===== src/hw/rtl/mbps_pkg.sv =====
`default_nettype none
package mbps_pkg;

  localparam int unsigned MaxPatternBytes = 16;
  localparam int unsigned PatBytes        = 16;
  localparam int unsigned ByteW           = 8;
  localparam int unsigned CntW            = 32;
  localparam int unsigned LenW            = 5;
  localparam int unsigned CareW           = 16;
  localparam int unsigned CfgDataW        = 64;
  localparam int unsigned CfgIdxW         = 3;

  localparam logic [CfgIdxW-1:0] CFG_PAT_LOW  = 3'd0;
  localparam logic [CfgIdxW-1:0] CFG_PAT_HIGH = 3'd1;
  localparam logic [CfgIdxW-1:0] CFG_CARE     = 3'd2;
  localparam logic [CfgIdxW-1:0] CFG_LEN      = 3'd3;

  typedef struct packed {
    logic [PatBytes*ByteW-1:0] pattern;
    logic [CareW-1:0]          care;
    logic [LenW-1:0]           len;
  } pat_cfg_t;

endpackage
`default_nettype wire


===== src/hw/rtl/mbps_if.sv =====
`default_nettype none
interface mbps_in_if;
  logic       valid;
  logic       ready;
  logic [7:0] data_byte;
  logic       last_byte;

  modport source (output valid, output data_byte, output last_byte, input ready);
  modport sink   (input valid, input data_byte, input last_byte, output ready);
endinterface

interface mbps_out_if;
  logic        valid;
  logic        ready;
  logic        found;
  logic [31:0] match_offset;

  modport source (output valid, output found, output match_offset, input ready);
  modport sink   (input valid, input found, input match_offset, output ready);
endinterface
`default_nettype wire


===== src/hw/rtl/mbps_matcher.sv =====
`default_nettype none
module mbps_matcher #(
  parameter int unsigned MAX_PATTERN_BYTES = mbps_pkg::MaxPatternBytes
) (
  input  mbps_pkg::pat_cfg_t                      cfg_i,
  input  logic [MAX_PATTERN_BYTES-1:0][7:0]       window_i,
  input  logic [mbps_pkg::CntW-1:0]               count_i,
  output logic                                    match_o
);
  import mbps_pkg::*;

  localparam int unsigned IdxW = (MAX_PATTERN_BYTES > 1) ? $clog2(MAX_PATTERN_BYTES) : 1;

  always_comb begin
    logic [LenW-1:0] idx;
    idx     = '0;
    match_o = (cfg_i.len != '0) &&
              (cfg_i.len <= LenW'(MAX_PATTERN_BYTES)) &&
              (count_i >= {{(CntW-LenW){1'b0}}, cfg_i.len});
    // window entry k is the byte k beats ago; pattern byte j aligns to len-1-j
    for (int j = 0; j < MAX_PATTERN_BYTES; j++) begin
      if ((LenW'(j) < cfg_i.len) && cfg_i.care[j]) begin
        idx = cfg_i.len - LenW'(j) - LenW'(1);
        if (window_i[idx[IdxW-1:0]] != cfg_i.pattern[ByteW*j +: ByteW]) begin
          match_o = 1'b0;
        end
      end
    end
  end

endmodule
`default_nettype wire


===== src/hw/rtl/masked_byte_pattern_scanner.sv =====
// The result beat is registered and appears in the cycle after the accepted input beat.
// Throughput: one byte per cycle unless a held result stalls the input; the
// window compare and the saturating byte counter update in the same cycle,
// and the result register frees itself whenever the sink takes its beat.
// Reset: asynchronous, active low; clears configuration, counter, report flag
// and output valid.
`default_nettype none
module masked_byte_pattern_scanner #(
  parameter int unsigned MAX_PATTERN_BYTES = mbps_pkg::MaxPatternBytes
) (
  input  logic                              clk_i,
  input  logic                              rst_ni,
  input  logic                              cfg_we_i,
  input  logic [mbps_pkg::CfgIdxW-1:0]      cfg_idx_i,
  input  logic [mbps_pkg::CfgDataW-1:0]     cfg_wdata_i,
  mbps_in_if.sink                           in_i,
  mbps_out_if.source                        out_o
);
  import mbps_pkg::*;

  pat_cfg_t                          cfg_q;
  logic [MAX_PATTERN_BYTES-1:0][7:0] window_q, window_d;
  logic [CntW-1:0]                   seen_q, seen_d;
  logic                              reported_q;
  logic                              out_valid_q;
  logic                              out_found_q;
  logic [CntW-1:0]                   out_offset_q;
  logic                              in_beat;
  logic                              match;
  logic                              emit;

  assign in_i.ready = !out_valid_q || out_o.ready;
  assign in_beat    = in_i.valid && in_i.ready;

  always_comb begin
    window_d = window_q;
    for (int k = MAX_PATTERN_BYTES - 1; k > 0; k--) begin
      window_d[k] = window_q[k-1];
    end
    window_d[0] = in_i.data_byte;
    seen_d      = (seen_q == '1) ? seen_q : seen_q + CntW'(1);
  end

  mbps_matcher #(
    .MAX_PATTERN_BYTES(MAX_PATTERN_BYTES)
  ) u_matcher (
    .cfg_i   (cfg_q),
    .window_i(window_d),
    .count_i (seen_d),
    .match_o (match)
  );

  assign emit = in_beat && !reported_q && (match || in_i.last_byte);

  always_ff @(posedge clk_i or negedge rst_ni) begin
    if (!rst_ni) begin
      cfg_q       <= '0;
      seen_q      <= '0;
      reported_q  <= 1'b0;
      out_valid_q <= 1'b0;
    end else begin
      if (cfg_we_i) begin
        unique case (cfg_idx_i)
          CFG_PAT_LOW:  cfg_q.pattern[CfgDataW-1:0]          <= cfg_wdata_i;
          CFG_PAT_HIGH: cfg_q.pattern[2*CfgDataW-1:CfgDataW] <= cfg_wdata_i;
          CFG_CARE:     cfg_q.care                           <= cfg_wdata_i[CareW-1:0];
          CFG_LEN:      cfg_q.len                            <= cfg_wdata_i[LenW-1:0];
          default: ;
        endcase
      end
      if (in_beat) begin
        if (in_i.last_byte) begin
          seen_q     <= '0;
          reported_q <= 1'b0;
        end else begin
          seen_q <= seen_d;
          if (match) begin
            reported_q <= 1'b1;
          end
        end
      end
      if (emit) begin
        out_valid_q <= 1'b1;
      end else if (out_o.ready) begin
        out_valid_q <= 1'b0;
      end
    end
  end

  always_ff @(posedge clk_i) begin
    if (in_beat) begin
      window_q <= window_d;
    end
    if (emit) begin
      out_found_q  <= match;
      out_offset_q <= match ? seen_d - {{(CntW-LenW){1'b0}}, cfg_q.len} : '0;
    end
  end

  assign out_o.valid        = out_valid_q;
  assign out_o.found        = out_found_q;
  assign out_o.match_offset = out_offset_q;

endmodule
`default_nettype wire


===== src/flat_wrapper.sv =====
// flat-port wrapper written by rule: the top's interface ports become plain ports
module masked_byte_pattern_scanner_flat import mbps_pkg::*;
#(
  parameter int unsigned MAX_PATTERN_BYTES = mbps_pkg::MaxPatternBytes
)
  (clk_i, rst_ni, cfg_we_i, cfg_idx_i, cfg_wdata_i, in_i_valid, in_i_data_byte, in_i_last_byte, in_i_ready, out_o_valid, out_o_found, out_o_match_offset, out_o_ready);
  mbps_in_if in_i_i ();
  mbps_out_if out_o_i ();
  input  logic clk_i;
  input  logic rst_ni;
  input  logic cfg_we_i;
  input  logic [mbps_pkg::CfgIdxW-1:0] cfg_idx_i;
  input  logic [mbps_pkg::CfgDataW-1:0] cfg_wdata_i;
  input wire logic [$bits(in_i_i.valid)-1:0] in_i_valid;
  input wire logic [$bits(in_i_i.data_byte)-1:0] in_i_data_byte;
  input wire logic [$bits(in_i_i.last_byte)-1:0] in_i_last_byte;
  output wire logic [$bits(in_i_i.ready)-1:0] in_i_ready;
  output wire logic [$bits(out_o_i.valid)-1:0] out_o_valid;
  output wire logic [$bits(out_o_i.found)-1:0] out_o_found;
  output wire logic [$bits(out_o_i.match_offset)-1:0] out_o_match_offset;
  input wire logic [$bits(out_o_i.ready)-1:0] out_o_ready;
  assign in_i_i.valid = in_i_valid;
  assign in_i_i.data_byte = in_i_data_byte;
  assign in_i_i.last_byte = in_i_last_byte;
  assign in_i_ready = in_i_i.ready;
  assign out_o_valid = out_o_i.valid;
  assign out_o_found = out_o_i.found;
  assign out_o_match_offset = out_o_i.match_offset;
  assign out_o_i.ready = out_o_ready;
  masked_byte_pattern_scanner #(.MAX_PATTERN_BYTES(MAX_PATTERN_BYTES)) u_core (.clk_i(clk_i), .rst_ni(rst_ni), .cfg_we_i(cfg_we_i), .cfg_idx_i(cfg_idx_i), .cfg_wdata_i(cfg_wdata_i), .in_i(in_i_i), .out_o(out_o_i));
endmodule

===== config.mk =====
export PLATFORM = sky130hd
export DESIGN_NAME = masked_byte_pattern_scanner_flat
export DESIGN_NICKNAME = d
export VERILOG_FILES = /design/src/hw/rtl/mbps_pkg.sv /design/src/hw/rtl/mbps_if.sv /design/src/hw/rtl/mbps_matcher.sv /design/src/hw/rtl/masked_byte_pattern_scanner.sv /design/src/flat_wrapper.sv
export SDC_FILE = /design/constraint.sdc
export NUM_CORES = 1
export LEC_CHECK = 0
export ABC_CLOCK_PERIOD_IN_PS = 6000
export BUFFER_PORTS_ARGS = -buffer_cell sky130_fd_sc_hd__buf_2
export CORE_ASPECT_RATIO = 1.25
export CORE_MARGIN = 1.5
export CORE_UTILIZATION = 57
export DETAILED_ROUTE_END_ITERATION = 16
export GPL_ROUTABILITY_DRIVEN = 0
export GPL_TIMING_DRIVEN = 1
export PLACE_DENSITY = 0.85
export SLEW_MARGIN = 40
export SYNTH_ARGS = -nofsm -noshare
export SYNTH_HDL_FRONTEND = slang
export SYNTH_SLANG_ARGS = --single-unit

===== constraint.sdc =====
create_clock -name clk_i -period 6 [get_ports clk_i]
set_clock_uncertainty 0.05 [all_clocks]
set_input_delay 0.3 -clock clk_i [delete_from_list [all_inputs] [get_ports clk_i]]
set_output_delay 0.3 -clock clk_i [all_outputs]
set_load 0.05 [all_outputs]

# After elaboration in Yosys (flattened, before gate mapping)
# Index checks and enable logic that the tools add are counted.
# totals
regBits	336
input_bits	81
output_inout_bits	35
elab_cells	214
# classes
addsub	32
n_lt_le_gt_ge	34
eq_ne	20
mux	70
reduce_logical	34
# op_table
operator	n
8-bit binary-select mux with 4-bit select	16
8-bit 2-to-1 mux	16
8-bit != test	16
4-bit by 5-bit less-than comparator with 1-bit output, second input constant	16
32-bit 2-to-1 mux	2
4-bit by 1-bit subtractor with 4-bit output, second input constant	16
4-bit by 5-bit less-than comparator with 1-bit output, first input constant	8
1-bit 2-to-1 mux	36
32-bit by 1-bit adder with 32-bit output, second input constant	1
32-bit equality test, second input constant	1
32-bit by 5-bit greater-or-equal comparator with 1-bit output	1
32-bit by 5-bit subtractor with 32-bit output	1
4-bit subtractor, second input constant	8
1-bit logical AND	21
3-bit by 5-bit less-than comparator with 1-bit output, first input constant	4
4-bit by 3-bit subtractor with 4-bit output, second input constant	4
1-bit by 5-bit less-than comparator with 1-bit output, first input constant	2
2-bit by 5-bit less-than comparator with 1-bit output, first input constant	2
2-bit AND reduction	5
4-bit by 2-bit subtractor with 4-bit output, second input constant	2
3-bit by 2-bit equality test with 1-bit output, second input constant	2
5-bit <= comparator, second input constant	1
5-bit nonzero test	1
2-bit nonzero test	2
other kinds (4)	6

# Logic depth before layout (Yosys ltp)
# Gate-level depths: netlist of run 1.
# depth
depth_word	39
depth_mapped	22
depth_no_buf	19

# Hierarchy
# Synthesis of run 1 repeated with hierarchy kept, for this count alone.
# unflattened
hier_cells	1882
hier_area_um2	24026.8
# modules_own_cells
module	instances	cells_per_inst	area_each_um2	seq_area_each_um2
masked_byte_pattern_scanner	1	901	13420.4	9173.8
mbps_matcher	1	981	10606.4	0.0

# Worst setup path before layout of run 1
# No wires, ideal clock.
# synth_timing
kind	flip-flop to flip-flop
startpoint	register u_core.cfg_q[0] (netlist name)
endpoint	register u_core.out_found_q (netlist: u_core.out_o.found) (enable)
setup_time_ns	0.420
arrival_time_ns	6.053
t_required_ns	5.530
path_slack_ns	-0.523
stages_incl_launch_ff	21
path_buffers	8
synth_period_minus_slack_ns	6.523
cell_sequence	dfrtp_1 > buf_6 > clkinv_1 > buf_2 > buf_2 > buf_2 > ha_1 > buf_2 > clkbuf_1 > mux2i_1 > mux2_2 > mux4_2 > xnor2_1 > nor4_1 > a21oi_1 > nor4_1 > nand3_1 > or4_1 > buf_2 > buf_6 > a211oi_2
# synth_via
elab_chain_len	38
elab_cells_between_ends	149
classes_between	30 x add/sub; 18 x order compare; 16 x eq/ne; 64 x mux; 21 x reduce/logical
# synth_rtl
element	line	source
from (decl)	masked_byte_pattern_scanner.sv:21	pat_cfg_t cfg_q;
parallel branches: the longest is 35 deep, another holds 4-bit by 1-bit subtractor with 4-bit output	-	
1-bit 2-to-1 mux (*)	mbps_matcher.sv:22	if ((LenW'(j) < cfg_i.len) && cfg_i.care[j]) begin
1-bit logical OR (*)	masked_byte_pattern_scanner.sv:53	assign emit = in_beat && !reported_q && (match || in_i.last_byte);
1-bit logical AND (*)	masked_byte_pattern_scanner.sv:53	
via u_core.emit	masked_byte_pattern_scanner.sv:30	logic emit;
to (signal assigned)	masked_byte_pattern_scanner.sv:95	out_found_q <= match;
to (decl)	masked_byte_pattern_scanner.sv:26	logic out_found_q;
# Mark *: on every way through the listed nets, which the timed path passes. The select of a mux whose other input is x is not followed.
# A chain may end at the register's enable or synchronous reset.

# Worst setup path after layout of run 1
# layout_timing
startpoint	register u_core.cfg_q[2] (netlist name)
endpoint	register u_core.out_found_q (netlist: u_core.out_o.found) (enable)
# Same word-level chain as after synthesis.

==> impl_results.md, run 1 <==
* GR Util All Layers at 0.358
* Core footprint at 0.0421 mm²
* Post-route cell area at approximately 0.027 mm²
* Mean Syn Cell Area at approximately 13 µm²
* Sw power at ~0.0048 W
* Vias in the first global route at ~19000
* Tot Pwr at around 0.012 W
* Number of CTS-inserted buffers at 36
* EDFF count, synth at between 150 and 200
* Clk pwr share at 0.188
* Die Width at roughly 190 µm
* Clock Latency Late Sink at between 500 and 600 ps
* IO Port Bufs at about 120
* Internal at between 0.006 and 0.007 W
* Slew Limit Fails at 0
* Vias at about 19000
* Sequential cell fraction of total power at 0.269
* Asr flop ratio synth at 0.545
* RSZ-0062 raised after global routing: no
* Worst Setup Start Kind: flop
* H-tree depth at 2
* Total gr overflow at 0
* Reg2reg setup slack at 100 ps
* Row cnt at 84
* Worst setup EP type: flop
* Max Buffers Root-to-Sink at 3
* Routed wire per std cell at between 20 and 30 µm
* Status: complete, no violations
* Die H at around 230 µm
* First DRT Iteration DRCs at around 2700
* Critical path fanouts, max at 33
* Period minus WS final at between 5000 and 6000 ps
* DP HPWL at 53.6 mm
* TritonCTS clock tree: yes
* Die ar. at between 0.04 and 0.05 mm²
* Hold Slack at approximately 6.1 ps
* Register area share after synthesis at 0.376
* Final setup vio count at 0
* Largest net degree at the start of global routing at around 130
* P&R area growth vs syn at 12.1%
* Mapped cell area at ~0.024 mm²
* Clk pin slew, worst setup/hold paths at around 60 ps
* I/O pins at between 100 and 150
* Total of max-cap violations at 0
* PD cells at between 400 and 500 mW/mm²
* Syn_nets at 2020
* Final Hold Viols at 0
* Layout Nets at roughly 2200
* First-pass GRT wire length at 117 mm
* Post-route ant nets at 0
* Comb power frac at 0.543
* Worst Path Arrival at between 6000 and 7000 ps
* Peak supply drop at 292 µV
* Clock root buffer: clkbuf_16
* Min-delay worst type: primary input to flop
* Leak pwr at about 11 nW
* Initial antenna violation count at 1
* Pre-antenna DRT Iters at 10
* # Post-CTS Setup Buffers at 0
* Number of diodes at 0
* # DRC at 0
* Final Cycle Share at 0.983
* CTS Sinks at around 340
* Worst setup margin at ~100 ps
* Worst r2r src: u_core.cfg_q[2]
* Flops & latches, synth at roughly 340
* Layout cells sized above 1 at 0.308
* Net switching fraction of the power at 0.418
* Critical Path RT at roughly 6200 ps
* Syn. warnings at 0
* Post-Synthesis Cells at 1923
* CP Class: flop to flop
* Initial Util at 0.578
* Worst setup startpoint: u_core.cfg_q[2]
* Placed Area at around 0.025 mm²
* Min-delay src: cfg_wdata_i[6]
* Via density per instance at 7.25
* Top_reg_cell synth: dfrtp_1
* Worst-Margin Slew at 982 ps
* Setup slack at placement at ~270 ps
* Final WL at ~78 mm
* Distinct cells, synth at 84
* Max Clock Freq at between 150 and 200 MHz
* Normalized max-slew margin at 0.339
* Setup_tns at 0 ps
==> cells in the final DEF, fill, tap and decap left out, types with 7 or more instances in the layout <==
cell	count
nand2_1	84
dfrtp_1	180
o21ai_0	48
mux4_2	199
a211oi_1	7
nor4_1	20
buf_4	43
nor2_1	74
a22oi_1	14
a31oi_1	10
xnor2_1	88
dlygate4sd3_1	68
mux2_2	174
xor2_1	116
nand3_1	83
inv_1	15
mux2i_1	238
nand4_1	28
and2_1	9
nor2b_1	7
and3_1	12
clkbuf_1	13
a21oi_1	36
clkbuf_16	37
a22o_1	19
nor3_1	23
edfxtp_1	153
ha_1	13
o31ai_1	10
buf_2	114
==> cells by family (layout without fill, tap and decap cells) <==
family / count (synthesis) / count (layout) / synth area share
XOR/XNOR: 213 / 213 / 0.0782
buffers and inverters: 161 / 322 / 0.0358
multiplexers: 616 / 616 / 0.364
AO/OA/AOI/OAI: 198 / 198 / 0.0571
flip-flops: 336 / 336 / 0.376
AND/OR/NAND/NOR: 383 / 383 / 0.0798
adder cells (fa/ha/maj): 16 / 16 / 0.00852
==> state kept, by name (all words and copies together), names as in the netlist <==
name and count:
u_core.out_o.match_offset 32, u_core.seen_q 32, u_core.window_d 120, u_core.out_o.found 1, u_core.cfg_q 149, u_core.out_o.valid 1
u_core.reported_q 1
==> cell usage after synthesis (all sizes together) (3+ instances only) <==
master,number,share of area
mux2i,243,0.10
mux4,199,0.18
dfrtp,183,0.19
mux2,174,0.080
edfxtp,153,0.19
xor2,118,0.043
xnor2,95,0.036
buf,91,0.025
nand2,85,0.013
nand3,83,0.017
nor2,75,0.012
o21ai,51,0.010
clkbuf,50,0.0077
a21oi,36,0.0074
nand4,29,0.0077
nor3,27,0.0062
nor4,20,0.0051
a22o,19,0.0068
inv,18,0.0028
ha,15,0.0077
a22oi,14,0.0043
a31oi,12,0.0033
and3,12,0.0031
and2,10,0.0026
o31ai,10,0.0031
a211oi,9,0.0035
nor2b,9,0.0026
nor3b,7,0.0026
a221oi,6,0.0027
and4,6,0.0022
nand2b,6,0.0015
a2111oi,5,0.0021
a21o,4,0.0012
a311o,3,0.0012
a311oi,3,0.0018
a41oi,3,0.0011
o32ai,3,0.0011
or3,3,0.00077
==> final cells by class <==
cell class                 count  area, µm²
fill                        2903      14800
multi-input combinational   1426      14500
sequential                   336       9180
timing repair buffer         237       1760
clock buffer                  52       1000
tap                          559        699
clock inverter                13        103
inverter                      20       80.1
==> final timing paths <==
| check | endpoint | cells after the start |
|---|---|---|
| max | u_core.out_o.found | 14 |
| min | u_core.cfg_q[91] | 2 |
| max reg2reg | u_core.out_o.found | 14 |
| min reg2reg | u_core.cfg_q[7] | 1 |
| min in group asynchronous | u_core.seen_q[11] | 2 |
| max in group asynchronous | u_core.cfg_q[4] | 3 |
==> repair_timing <==
item	4_1_cts	5_1_grt
gates resized for setup	0	2
endpoints found under the hold margin	192	0
hold buffers	68	0
endpoints found under the setup margin	0	7
==> through the flow <==
step	utilization	cells
finish	0.648	2643
global route	0.648	2643
CTS	0.646	2642
detailed placement	0.604	2509
global placement	0.603	2508
floorplan	-	1923
==> metal layers <==
metal,global-route usage,up-vias,routed length [µm]
met3,0.115,453,10100
met2,0.568,1594,36100
met4,0.271,2,7340
met1,0.405,9357,24200
met5,0,-,17
li1,-,7746,-
==> critical path, stage by stage, from the launching register on <==
cell and delay (ps):
dfrtp_2 470, inv_1 250, ha_1 630, buf_4 310, mux4_2 340, mux2i_1 430
mux2i_1 360, xor2_1 230, nor4_1 880, nand2_1 120, a31oi_1 220, nand3_1 100
or4_1 660, a211oi_4 280, buf_12 240
==> power groups by stage <==
stage	sequential [W]	combinational, W	clock (W)
CTS	0.00308	0.00593	0.00217
global placement	0.00311	0.00566	0
global route	0.00313	0.00650	0.00226
finish	0.00312	0.00627	0.00217
detailed placement	0.00312	0.00583	0
floorplan	0.00300	0.00439	0
Power figures use the tool's default switching activity.
==> inputs of run 2 (changes only) <==
--- a/config.mk
+++ b/config.mk
@@ -9,2 +9,3 @@
 export BUFFER_PORTS_ARGS = -buffer_cell sky130_fd_sc_hd__buf_2
+export CAP_MARGIN = 10
 export CORE_ASPECT_RATIO = 1.25
==> constraint.sdc (replaced) <==
create_clock -name clk_i -period 6 [get_ports clk_i]
set_clock_uncertainty 0.05 [all_clocks]
set_input_delay 1.2 -clock clk_i [delete_from_list [all_inputs] [get_ports clk_i]]
set_output_delay 1.2 -clock clk_i [all_outputs]
set_load 0.05 [all_outputs]
==> run 2 against run 1 <==
Effect of this change: combinational power about the same; wire length up 1.6%; register-to-register slack about the same; cell count decreased by 2.1%; die area did not move; critical path type unchanged.
==> impl_results.md, run 2 (synthesis results as in run 1) <==
* Clock root buffer: clkbuf_16 (unchanged)
* Period minus WS final at 5890 ps (was 5900 ps)
* I/O pins at 116 (unchanged)
* Worst path cell trace: inv_1 -> buf_4 -> ha_4 -> buf_12 -> mux2i_1 -> mux2i_1 -> mux4_2 -> xor2_1 -> nor4_1 -> a21oi_1 -> nor4_2 -> nand3_1 -> or4_1 -> a211oi_4 -> buf_4 (was inv_1 -> ha_1 -> buf_4 -> mux4_2 -> mux2i_1 -> mux2i_1 -> xor2_1 -> nor4_1 -> nand2_1 -> a31oi_1 -> nand3_1 -> or4_1 -> a211oi_4 -> buf_12)
* Status: complete, no violations (unchanged)
* Worst Setup Start Kind: flop (unchanged)
* Clk pin slew, worst setup/hold paths at 70 ps (was 60 ps)
* First DRT Iteration DRCs at 2781 (was 2726)
* RSZ-0062 raised after global routing: no (unchanged)
* Worst setup startpoint: u_core.cfg_q[1] (was u_core.cfg_q[2])
* Max Clock Freq at 170 MHz (was 169 MHz)
* Worst setup margin at 108 ps (was 99.2 ps)
* Crit. path cell count at 15 (was 14)
* P&R area growth vs syn at 10.0% (was 12.1%)
* Worst-Margin Slew at 928 ps (was 982 ps)
* PD cells at 433 mW/mm² (was 423 mW/mm²)
* Worst setup EP type: flop (unchanged)
* Critical path fanouts, max at 33 (unchanged)
* Most common cell after layout, fill and taps aside: mux2i_1 (unchanged)
* TritonCTS clock tree: yes (unchanged)
* IO Port Bufs at 115 (unchanged)
* Initial antenna violation count at 5 (was 1)
* Final Hold Viols at 0 (unchanged)
* Layout Utilization at 0.636 (was 0.648)
* CTS Sinks at 336 (unchanged)
* Worst r2r src: u_core.cfg_q[1] (was u_core.cfg_q[2])
* Vias in the first global route at 18900 (was 18793)
* CP Class: flop to flop (unchanged)
* Total gr overflow at 0 (unchanged)
* Critical Path RT at 6170 ps (was 6200 ps)
* Min-delay worst type: primary input to async pin (was primary input to flop)
* Final Cycle Share at 0.982 (was 0.983)
* Via density per instance at 7.37 (was 7.25)
* Post-route ant nets at 0 (unchanged)
* Reg2reg setup slack at 110 ps (was 100 ps)
* Setup slack at placement at 189 ps (was 267 ps)
* Max Buffers Root-to-Sink at 3 (unchanged)
* R2R cell count at 15 (was 14)
* Most frequent cells in the layout: mux2i_1 (240), mux4_2 (199), dfrtp_1 (180) (was mux2i_1 (238), mux4_2 (199), dfrtp_1 (180))
* CP endpoint: u_core.out_o.match_offset[3] (was u_core.out_o.found)
* # DRC at 0 (unchanged)
* Clock Latency Late Sink at 590 ps (was 580 ps)
* Layout Nets at 2094 (was 2154)
* Final setup vio count at 0 (unchanged)
* Number of CTS-inserted buffers at 36 (unchanged)
* Vias at 19057 (was 19152)
* Crit path buf inv count at 4 (was 3)
* # Post-CTS Setup Buffers at 0 (unchanged)
* Initial Util at 0.578 (unchanged)
* Routed wire per std cell at 30.5 µm (was 29.4 µm)
* Die ar. at 0.0440 mm² (unchanged)
* Largest net degree at the start of global routing at 98 (was 129)
* Layout cells sized above 1 at 0.323 (was 0.308)
* Post-route cell area at 0.0268 mm² (was 0.0273 mm²)
* Worst Path Arrival at 6070 ps (was 6100 ps)
* Normalized max-slew margin at 0.364 (was 0.339)
* Die H at 234 µm (unchanged)
* Placed Area at 0.0255 mm² (was 0.0254 mm²)
* Hold Slack at 420 ps (was 6.08 ps)
* Critical path's slowest cell: or4_1 (was nor4_1)
* DP HPWL at 55.1 mm (was 53.6 mm)
* Peak supply drop at 345 µV (was 292 µV)
* Worst path top cell family by delay: simple AND/OR/NAND/NOR gates (unchanged)
* Tot Pwr at 0.0116 W (about the same)
* Slowest Stage Delay on Critical Path at 690 ps (was 880 ps)
* Fillers at 2947 (was 2903)
* Reg2reg end: u_core.out_o.match_offset[3] (was u_core.out_o.found)
* First-pass GRT wire length at 118 mm (was 117 mm)
* Total of max-cap violations at 0 (unchanged)
* Max FFs per register at 149 (unchanged)
* Core footprint at 0.0421 mm² (unchanged)
* Leak pwr at 10.5 nW (was 10.7 nW)
* Pre-antenna DRT Iters at 8 (was 10)
* GR Util All Layers at 0.362 (was 0.358)
* Die Width at 188 µm (unchanged)
* Slew Limit Fails at 0 (unchanged)
* H-tree depth at 2 (unchanged)
* Final WL at 79.0 mm (was 77.7 mm)
* Row cnt at 84 (unchanged)
* Reg with most FFs: u_core.cfg_q (unchanged)
-- run 2: report_power, final --
group	switching, W	internal, W	total [W]
clock	0.000991	0.00125	0.00224
combinational	0.00349	0.00277	0.00626
sequential	0.000387	0.00273	0.00311
-- run 2: worst min path at each step --
| stage | startpoint | to | cells past startpoint | slack [ps] |
|---|---|---|---|---|
| after floorplan | u_core.cfg_q[12] | u_core.cfg_q[12] | 1 | 420 |
| after global placement | u_core.cfg_q[8] | u_core.cfg_q[8] | 1 | 440 |
| after detailed placement | u_core.cfg_q[8] | u_core.cfg_q[8] | 1 | 450 |
| after CTS | u_core.cfg_q[8] | u_core.cfg_q[8] | 1 | 470 |
| after global routing | rst_ni | u_core.cfg_q[99] | 1 | 420 |
| final | rst_ni | u_core.seen_q[11] | 1 | 420 |
-- run 2: metal layers --
metal,vias to the layer above,part of all wire,global-route usage
li1,7641,-,-
met1,9271,0.31,0.397
met2,1603,0.46,0.585
met3,538,0.12,0.119
met4,4,0.11,0.284
met5,-,0.00042,0
-- run 2: cell type report --
class / count / area, µm² / share of cell area
Multi-Input combinational cell: 1426 / 14600 / 0.543
Antenna cell: 4 / 10.0 / 0.000373
Clock inverter: 19 / 166 / 0.00621
Timing Repair Buffer: 177 / 1140 / 0.0425
Clock buffer: 46 / 980 / 0.0365
Tap cell: 559 / 699 / 0.0261
Inverter: 20 / 80.1 / 0.00299
Sequential cell: 336 / 9180 / 0.342
-- run 2: repair_timing --
action,in CTS,in global routing
hold buffers,0,0
gates resized for setup,0,7
endpoints found under the setup margin,0,68
-- run 2: per-stage QoR --
stage          std cells  TNS (ps)
2_1_floorplan       1923         0
3_3_place_gp        2514      -141
3_5_place_dp        2516         0
4_1_cts             2581         0
5_1_grt             2584         0
6_report            2587         0
